[src/vpj_pkg.sv]
`default_nettype none
package vpj_pkg;
  localparam int MAX_SCALE = 38;
  localparam int NDIG = 39;
  localparam logic [1:0] ST_OK = 2'd0;
  localparam logic [1:0] ST_TRUNC = 2'd1;
  localparam logic [1:0] ST_UNSUP = 2'd2;
  localparam logic [1:0] ST_SCALE = 2'd3;

  typedef struct packed {
    logic [5:0]  type_id;
    logic [7:0]  byte_count;
    logic [7:0]  decimal_scale;
    logic [63:0] payload_low;
    logic [63:0] payload_high;
  } in_word_t;

  typedef struct packed {
    logic [7:0] text_char;
    logic       last_char;
    logic [1:0] status;
  } out_word_t;

  function automatic logic [7:0] hex_char(input logic [3:0] n);
    hex_char = (n < 4'd10) ? (8'h30 + {4'd0, n}) : (8'h57 + {4'd0, n});
  endfunction
endpackage
`default_nettype wire

[src/vpj_if.sv]
`default_nettype none
interface vpj_in_if;
  import vpj_pkg::*;
  logic valid;
  logic ready;
  in_word_t data;
  modport source(output valid, output data, input ready);
  modport sink(input valid, input data, output ready);
endinterface

interface vpj_out_if;
  import vpj_pkg::*;
  logic valid;
  logic ready;
  out_word_t data;
  modport source(output valid, output data, input ready);
  modport sink(input valid, input data, output ready);
endinterface
`default_nettype wire

[src/vpj_dabble.sv]
`default_nettype none
// Bit-serial binary to BCD (double dabble): one magnitude bit per cycle.
module vpj_dabble (
  input  wire logic         clk,
  input  wire logic         rst,
  input  wire logic         start,
  input  wire logic [127:0] mag,
  output logic              done,
  output logic [155:0]      bcd
);
  import vpj_pkg::*;
  logic [127:0] sh;
  logic [7:0]   cnt;
  logic         busy;
  logic [155:0] adj;

  always_comb begin
    for (int i = 0; i < NDIG; i++) begin
      adj[i*4 +: 4] = (bcd[i*4 +: 4] >= 4'd5) ? bcd[i*4 +: 4] + 4'd3 : bcd[i*4 +: 4];
    end
  end

  always_ff @(posedge clk) begin
    done <= 1'b0;
    if (rst) begin
      busy <= 1'b0;
      cnt <= 8'd0;
    end else if (start) begin
      busy <= 1'b1;
      cnt <= 8'd0;
      sh <= mag;
      bcd <= '0;
    end else if (busy) begin
      bcd <= {adj[154:0], sh[127]};
      sh <= {sh[126:0], 1'b0};
      cnt <= cnt + 8'd1;
      if (cnt == 8'd127) begin
        busy <= 1'b0;
        done <= 1'b1;
      end
    end
  end
endmodule
`default_nettype wire

[src/variant_primitive_to_json_text.sv]
// Numbers go through bit-serial conversion first, then one character per
// cycle while out_ch.ready is high; uuid, literals and errors go straight to output.
// One word at a time: input is ready only in idle, and the 128-step double
// dabble loop holds off the next word while a number converts.
// Reset: synchronous rst clears control state; output invalid, input ready.
`default_nettype none
module variant_primitive_to_json_text (
  input wire logic  clk,
  input wire logic  rst,
  vpj_in_if.sink    in_ch,
  vpj_out_if.source out_ch
);
  import vpj_pkg::*;

  localparam logic [2:0] S_IDLE = 3'd0;
  localparam logic [2:0] S_CONV = 3'd1;
  localparam logic [2:0] S_EMIT = 3'd2;
  localparam logic [2:0] S_ERR  = 3'd3;

  localparam logic [1:0] K_NUM = 2'd0;
  localparam logic [1:0] K_UUID = 2'd1;
  localparam logic [1:0] K_TXT = 2'd2;

  logic [2:0]   state;
  logic [1:0]   kind;
  logic [1:0]   err_code;
  logic         neg;
  logic [7:0]   scale;
  logic [5:0]   ndig;
  logic [5:0]   pos;      // character index
  logic [5:0]   total;    // total characters
  logic [39:0]  txt;      // literal text, first char high
  logic [127:0] raw;      // uuid bytes
  logic [127:0] mag_in;
  logic         start;
  logic         done;
  logic [155:0] bcd;

  vpj_dabble u_dab (.clk, .rst, .start, .mag(mag_in), .done, .bcd);

  // decode of incoming word
  in_word_t   w;
  logic [4:0] width;
  logic       is_num, is_dec;
  logic [127:0] sx;
  logic       sneg;
  assign w = in_ch.data;

  always_comb begin
    width = 5'd8; is_num = 1'b0; is_dec = 1'b0;
    case (w.type_id)
      6'd3: begin width = 5'd1; is_num = 1'b1; end
      6'd4: begin width = 5'd2; is_num = 1'b1; end
      6'd5, 6'd11: begin width = 5'd4; is_num = 1'b1; end
      6'd6, 6'd12, 6'd13, 6'd17, 6'd18, 6'd19: begin width = 5'd8; is_num = 1'b1; end
      6'd8: begin width = 5'd4; is_dec = 1'b1; end
      6'd9: begin width = 5'd8; is_dec = 1'b1; end
      6'd10: begin width = 5'd16; is_dec = 1'b1; end
      default: ;
    endcase
    case (width)
      5'd1: sx = {{120{w.payload_low[7]}}, w.payload_low[7:0]};
      5'd2: sx = {{112{w.payload_low[15]}}, w.payload_low[15:0]};
      5'd4: sx = {{96{w.payload_low[31]}}, w.payload_low[31:0]};
      5'd8: sx = {{64{w.payload_low[63]}}, w.payload_low};
      default: sx = {w.payload_high, w.payload_low};
    endcase
    sneg = sx[127];
  end

  // digit count from BCD: index of highest non-zero digit plus one, min 1
  logic [5:0] nd_c;
  always_comb begin
    nd_c = 6'd1;
    for (int i = 1; i < NDIG; i++) begin
      if (bcd[i*4 +: 4] != 4'd0) nd_c = 6'(i + 1);
    end
  end

  // character at pos for numbers
  logic [7:0] num_c, uuid_c, txt_c, cur_c;
  logic [5:0] p, lead, di;
  logic [7:0] nd8;
  always_comb begin
    p = pos - {5'd0, neg};
    nd8 = {2'd0, ndig};
    num_c = 8'h30;
    di = 6'd0;
    if (neg && pos == 6'd0) begin
      num_c = 8'h2d;
    end else if (scale == 8'd0) begin
      di = ndig - 6'd1 - p;
      num_c = 8'h30 + {4'd0, bcd[di*4 +: 4]};
    end else if (scale >= nd8) begin
      lead = 6'(scale) - ndig;
      if (p == 6'd0) num_c = 8'h30;
      else if (p == 6'd1) num_c = 8'h2e;
      else if (p < lead + 6'd2) num_c = 8'h30;
      else begin
        di = ndig - 6'd1 - (p - lead - 6'd2);
        num_c = 8'h30 + {4'd0, bcd[di*4 +: 4]};
      end
    end else begin
      lead = ndig - 6'(scale);
      if (p == lead) num_c = 8'h2e;
      else begin
        di = (p < lead) ? ndig - 6'd1 - p : ndig - p;
        num_c = 8'h30 + {4'd0, bcd[di*4 +: 4]};
      end
    end
    lead = 6'd0;
  end

  logic [5:0] uq, uh;
  logic [7:0] ub;
  always_comb begin
    uq = pos - 6'd1;
    if (pos > 6'd9) uq = uq - 6'd1;
    if (pos > 6'd14) uq = uq - 6'd1;
    if (pos > 6'd19) uq = uq - 6'd1;
    if (pos > 6'd24) uq = uq - 6'd1;
    uh = {1'b0, uq[5:1]};
    ub = raw[uh[3:0]*8 +: 8];
    if (pos == 6'd0 || pos == 6'd37) uuid_c = 8'h22;
    else if (pos == 6'd9 || pos == 6'd14 || pos == 6'd19 || pos == 6'd24) uuid_c = 8'h2d;
    else uuid_c = hex_char(uq[0] ? ub[3:0] : ub[7:4]);
    txt_c = txt[39 - 8*pos[2:0] -: 8];
    case (kind)
      K_NUM: cur_c = num_c;
      K_UUID: cur_c = uuid_c;
      default: cur_c = txt_c;
    endcase
  end

  logic [5:0] ntot;
  always_comb begin
    if (scale == 8'd0) ntot = nd_c;
    else if (scale >= {2'd0, nd_c}) ntot = 6'(scale) + 6'd2;
    else ntot = nd_c + 6'd1;
    ntot = ntot + {5'd0, neg};
  end

  assign in_ch.ready = (state == S_IDLE);
  assign start = in_ch.valid && in_ch.ready && (is_num || is_dec) &&
                 !(w.byte_count < {3'd0, width} + {7'd0, is_dec}) &&
                 !(is_dec && w.decimal_scale > 8'(MAX_SCALE));
  assign mag_in = sneg ? (~sx + 128'd1) : sx;

  always_ff @(posedge clk) begin
    if (rst) begin
      state <= S_IDLE;
      pos <= 6'd0;
    end else begin
      case (state)
        S_IDLE: if (in_ch.valid) begin
          pos <= 6'd0;
          raw <= {w.payload_high, w.payload_low};
          neg <= sneg;
          scale <= is_dec ? w.decimal_scale : 8'd0;
          if (is_num || is_dec) begin
            if (w.byte_count < {3'd0, width} + {7'd0, is_dec}) begin
              err_code <= ST_TRUNC; state <= S_ERR;
            end else if (is_dec && w.decimal_scale > 8'(MAX_SCALE)) begin
              err_code <= ST_SCALE; state <= S_ERR;
            end else begin
              kind <= K_NUM; state <= S_CONV;
            end
          end else begin
            kind <= K_TXT; state <= S_EMIT;
            txt <= {"null", 8'h0}; total <= 6'd4;
            case (w.type_id)
              6'd1: txt <= {"true", 8'h0};
              6'd2: begin txt <= "false"; total <= 6'd5; end
              6'd7: begin
                err_code <= (w.byte_count < 8'd8) ? ST_TRUNC : ST_UNSUP; state <= S_ERR;
              end
              6'd14, 6'd15, 6'd16: begin
                err_code <= (w.byte_count < 8'd4) ? ST_TRUNC : ST_UNSUP; state <= S_ERR;
              end
              6'd20: if (w.byte_count < 8'd16) begin
                err_code <= ST_TRUNC; state <= S_ERR;
              end else begin
                kind <= K_UUID; total <= 6'd38;
              end
              default: ;
            endcase
          end
        end
        S_CONV: if (done) begin
          ndig <= nd_c; total <= ntot; state <= S_EMIT;
        end
        S_EMIT: if (out_ch.ready) begin
          pos <= pos + 6'd1;
          if (pos == total - 6'd1) state <= S_IDLE;
        end
        S_ERR: if (out_ch.ready) state <= S_IDLE;
        default: state <= S_IDLE;
      endcase
    end
  end

  always_comb begin
    out_ch.valid = (state == S_EMIT) || (state == S_ERR);
    if (state == S_ERR) begin
      out_ch.data = '{text_char: 8'd0, last_char: 1'b1, status: err_code};
    end else begin
      out_ch.data = '{text_char: cur_c, last_char: (pos == total - 6'd1), status: ST_OK};
    end
  end

`ifndef SYNTHESIS
  a_noready_busy: assert property (@(posedge clk) disable iff (rst)
    (state == S_CONV) |-> !in_ch.ready) else $error("ready while converting");
  a_err_last: assert property (@(posedge clk) disable iff (rst)
    (out_ch.valid && out_ch.data.status != ST_OK) |-> out_ch.data.last_char)
    else $error("error word not last");
  a_start_conv: assert property (@(posedge clk) disable iff (rst)
    start |=> (state == S_CONV)) else $error("start without conversion");
`endif
endmodule
`default_nettype wire
[src/flat_wrapper.sv]
// flat-port wrapper written by rule: the top's interface ports become plain ports
module variant_primitive_to_json_text_flat import vpj_pkg::*;
  (clk, rst, in_ch_valid, in_ch_data, in_ch_ready, out_ch_valid, out_ch_data, out_ch_ready);
  vpj_in_if in_ch_i ();
  vpj_out_if out_ch_i ();
  input wire logic clk;
  input wire logic rst;
  input wire logic [$bits(in_ch_i.valid)-1:0] in_ch_valid;
  input wire logic [$bits(in_ch_i.data)-1:0] in_ch_data;
  output wire logic [$bits(in_ch_i.ready)-1:0] in_ch_ready;
  output wire logic [$bits(out_ch_i.valid)-1:0] out_ch_valid;
  output wire logic [$bits(out_ch_i.data)-1:0] out_ch_data;
  input wire logic [$bits(out_ch_i.ready)-1:0] out_ch_ready;
  assign in_ch_i.valid = in_ch_valid;
  assign in_ch_i.data = in_ch_data;
  assign in_ch_ready = in_ch_i.ready;
  assign out_ch_valid = out_ch_i.valid;
  assign out_ch_data = out_ch_i.data;
  assign out_ch_i.ready = out_ch_ready;
  variant_primitive_to_json_text u_core (.clk(clk), .rst(rst), .in_ch(in_ch_i), .out_ch(out_ch_i));
endmodule
[config.mk]
export PLATFORM = sky130hd
export DESIGN_NAME = variant_primitive_to_json_text_flat
export DESIGN_NICKNAME = d
export VERILOG_FILES = /design/src/vpj_pkg.sv /design/src/vpj_if.sv /design/src/vpj_dabble.sv /design/src/variant_primitive_to_json_text.sv /design/src/flat_wrapper.sv
export SDC_FILE = /design/constraint.sdc
export NUM_CORES = 1
export LEC_CHECK = 0
export ABC_AREA = 1
export BUFFER_PORTS_ARGS = -buffer_cell sky130_fd_sc_hd__buf_2
export CORE_MARGIN = 8
export CORE_UTILIZATION = 50
export DETAILED_ROUTE_END_ITERATION = 16
export HOLD_SLACK_MARGIN = 0.05
export PLACE_DENSITY = 0.74
export SETUP_SLACK_MARGIN = 0.3
export SLEW_MARGIN = 20
export SYNTH_ARGS = -nofsm -noshare
export SYNTH_HDL_FRONTEND = slang
export SYNTH_HIERARCHICAL = 1
export SYNTH_SLANG_ARGS = --single-unit
[constraint.sdc]
create_clock -name clk -period 35.5 [get_ports clk]
set_clock_uncertainty 0.2 [all_clocks]
set_input_delay 0 -clock clk [delete_from_list [all_inputs] [get_ports clk]]
set_output_delay 0 -clock clk [all_outputs]
set_load 0.01 [all_outputs]
==> impl_metrics.yaml <==
critical_path:
  cp.arrival_ns: 7.72
  worstPathMaxFanout: 65
  max_stage_delay_ns: 0.58
  required_ns: 35.30
  critical_path_class: "flop to output pin"
  startpoint_type: "flop"
  end_kind: "output pin"
  cp_slowest_cell: "inv_2"
floorplan:
  dieArea_sq_mm: 0.08059
  die_w_um: 283.9
  core_sq_mm: 0.07124
  start_util_pct: 50.37
  fp-row-count: 98
  design.portCount: 167
  die_height_um: 283.9
global_route:
  gr-total-overflow: 0
  grt_util_all_layers_pct: 28.77
  grt_max_degree: 197
  first_global_vias: 34262
  grt_pass1_wl_um: 189100
  antenna_found_initial: 10
run:
  drv_cap: 0
yosys:
  synth_edf_count: 443
  synth_area_sq_mm: 0.03588
  ys_warn_count: 6
  async_reset_ff_share_pct: 0
  synth_cell_types: 70
  synth_ff_type: "edfxtp_1"
  syn_avg_cell_area_sq_um: 7.295
  yosys.area.top_type: "edfxtp_1"
  syn-instance-count: 4919
  synth.most_common_cell: "nand2_1"
  yosysSeqAreaShare_pct: 38.08
  syn-num-nets: 5235
  synth_commonest_cells: "961 x nand2_1, 747 x inv_1, 732 x nor2_1, 462 x o21ai_0, 443 x edfxtp_1"
  synth_top_area_share_pct: 37.07
  yosys-top-cells-area: "edfxtp_1 37%, nand2_1 10%, inv_1 7.8%"
  synth_seq_cells: 461
route:
  viasPerCell: 5.808
  ant_nets: 0
  first_iter_violations: 4870
  vias: 36428
  drt_wl_total_um: 121900
  drc: 0
  first_pass_iters: 7
  wl_per_cell_um: 19.44
cts:
  cts_setup_buffers: 0
  clk_pin_slew_worst_paths_ns: 0.06
  worst_skew_pair.late_latency_ns: 0.65
  cts_made_buffers: 51
  cts_sinks: 461
  clk_path_buf_depth: 3
  cts-root-buf: "clkbuf_16"
  htreeDepth: 2
  tritoncts: "done"
placed_design:
  gp_congestion: 0.9953
  pre_cts_ws_ns: 28.43
  io_buffer_count: 165
  dp_hpwl_um: 77730
sta:
  setup_ws_ns: 27.58
  hold_viol_final: 0
  period_share_pct: 22.30
  hold_slack_ns: 0.09559
  tns_ns: 0
  fmax_ghz: 0.1263
  setup_violations: 0
  relSlewSlack_pct: 22.34
  tightest_slew_ns: 1.158
  rsz0062_at_grt: "no"
  slew_viol_final: 0
  min_period_ns: 7.918
cells_and_area:
  multiInputGateArea_sq_mm: 0.01850
  register_area_sq_mm: 0.01366
  drive_above_1_share_pct: 7.164
  fillers: 6108
  syn2layout_area_growth_pct: 17.53
  finalNetCount: 5594
power:
  cell_internal_pwr_mw: 1.490
  combPwrFrac_pct: 56.7
  p_switching_mw: 1.429
  power_density_mw_per_mm2: 69.21
  clock_power_share_pct: 19.3
  swShare_pct: 48.95
  seq_power_share_pct: 24.0
  p_leak_nw: 18.77
  peakVddDrop_uv: 94.37
min_path:
  hp-class: "primary input to flop"
status:
  status: "finished, final reports clean"
[registers in the layout, summed over array words and instances (netlist names), 6 cells and up]
name / count
u_core/u_dab/sh: 128
u_core/pos: 6
u_core/u_dab/bcd: 156
u_core/raw: 128
u_core/scale: 8
u_core/ndig: 6
u_core/total: 6
u_core/txt: 6
u_core/u_dab/cnt: 8
[power groups by stage]
stage	Combinational, mW	Sequential [mW]	Clock, mW
6_report	1.66	0.700	0.564
5_1_grt	1.79	0.703	0.589
2_1_floorplan	1.11	0.707	0
4_1_cts	1.58	0.697	0.564
3_5_place_dp	1.54	0.707	0
3_3_place_gp	1.53	0.707	0
[layout by cell type (no fill, tap or decap), drive strengths merged, types with 153 or more instances in the layout]
cell           n
dlygate4sd3  305
buf          198
edfxtp       443
xor2         178
nor2         748
a21oi        362
nand2        967
o21ai        471
ha           153
inv          772
[metrics by stage]
stage	utilization, %	instance area (sq um)	instances	total power, mW
2_1_floorplan	-	35880	4919	1.820
4_1_cts	59.18	42160	6268	2.837
3_5_place_dp	52.47	37380	5870	2.249
3_3_place_gp	52.46	37370	5869	2.237
5_1_grt	59.19	42170	6271	3.086
6_report	59.20	42170	6272	2.919
[layout make-up]
| class | count | area share [%] |
|---|---|---|
| Multi-Input combinational cell | 3481 | 43.87 |
| Clock buffer | 59 | 3.097 |
| Timing Repair Buffer | 503 | 9.814 |
| Inverter | 780 | 6.981 |
| Antenna cell | 4 | 0.02373 |
| Clock inverter | 34 | 0.9998 |
| Tap cell | 950 | 2.818 |
| Sequential cell | 461 | 32.40 |
[cells by family after synthesis]
logic type | Yosys count | synth area share [%]
DFF | 461 | 38.08
adders and majority gates | 162 | 5.837
muxes | 1 | 0.03138
buffers and inverters | 977 | 10.66
xor gates and xnor gates | 213 | 5.199
AOI/OAI and AO/OA | 1064 | 16.63
and+or+nand+nor | 2039 | 23.55
other | 2 | 0.02093
[worst paths after layout]
path         cells past startpoint  slack, ns            endpoint                 start
max                             30      27.58      out_ch_data[3]         u_core/pos[0]
min                              7        0.1      u_core/kind[1]       in_ch_data[148]
max reg2reg                     58      28.96     u_core/total[4]  u_core/u_dab/bcd[11]
min reg2reg                      2       0.29  u_core/u_dab/sh[2]    u_core/u_dab/sh[1]
[worst max-delay path: cells and delay by family (launching register included)]
family,cells,cell delay [ns]
buffers and inverters,7,1.95
AND/OR/NAND/NOR,11,1.94
AO/OA/AOI/OAI,7,1.25
adder cells (fa/ha/maj),4,1.19
flip-flops,1,0.54
XOR/XNOR,1,0.18
[timing repair]
action                                 in CTS  in global routing
gates resized for setup                     0                  0
hold buffers                              305                  0
endpoints found under the hold margin     318                  0
[metal layers]
| layer | part of all wire (%) | wire length, um | track usage, % | up-vias |
|---|---|---|---|---|
| li1 | - | - | - | 16910 |
| met1 | 38 | 46210 | 36.03 | 16575 |
| met2 | 46 | 55480 | 46.51 | 2367 |
| met3 | 11 | 12890 | 6.276 | 566 |
| met4 | 6.0 | 7256 | 14.72 | 10 |
| met5 | 0.057 | 69 | 0 | - |
Power figures use the tool's default switching activity.
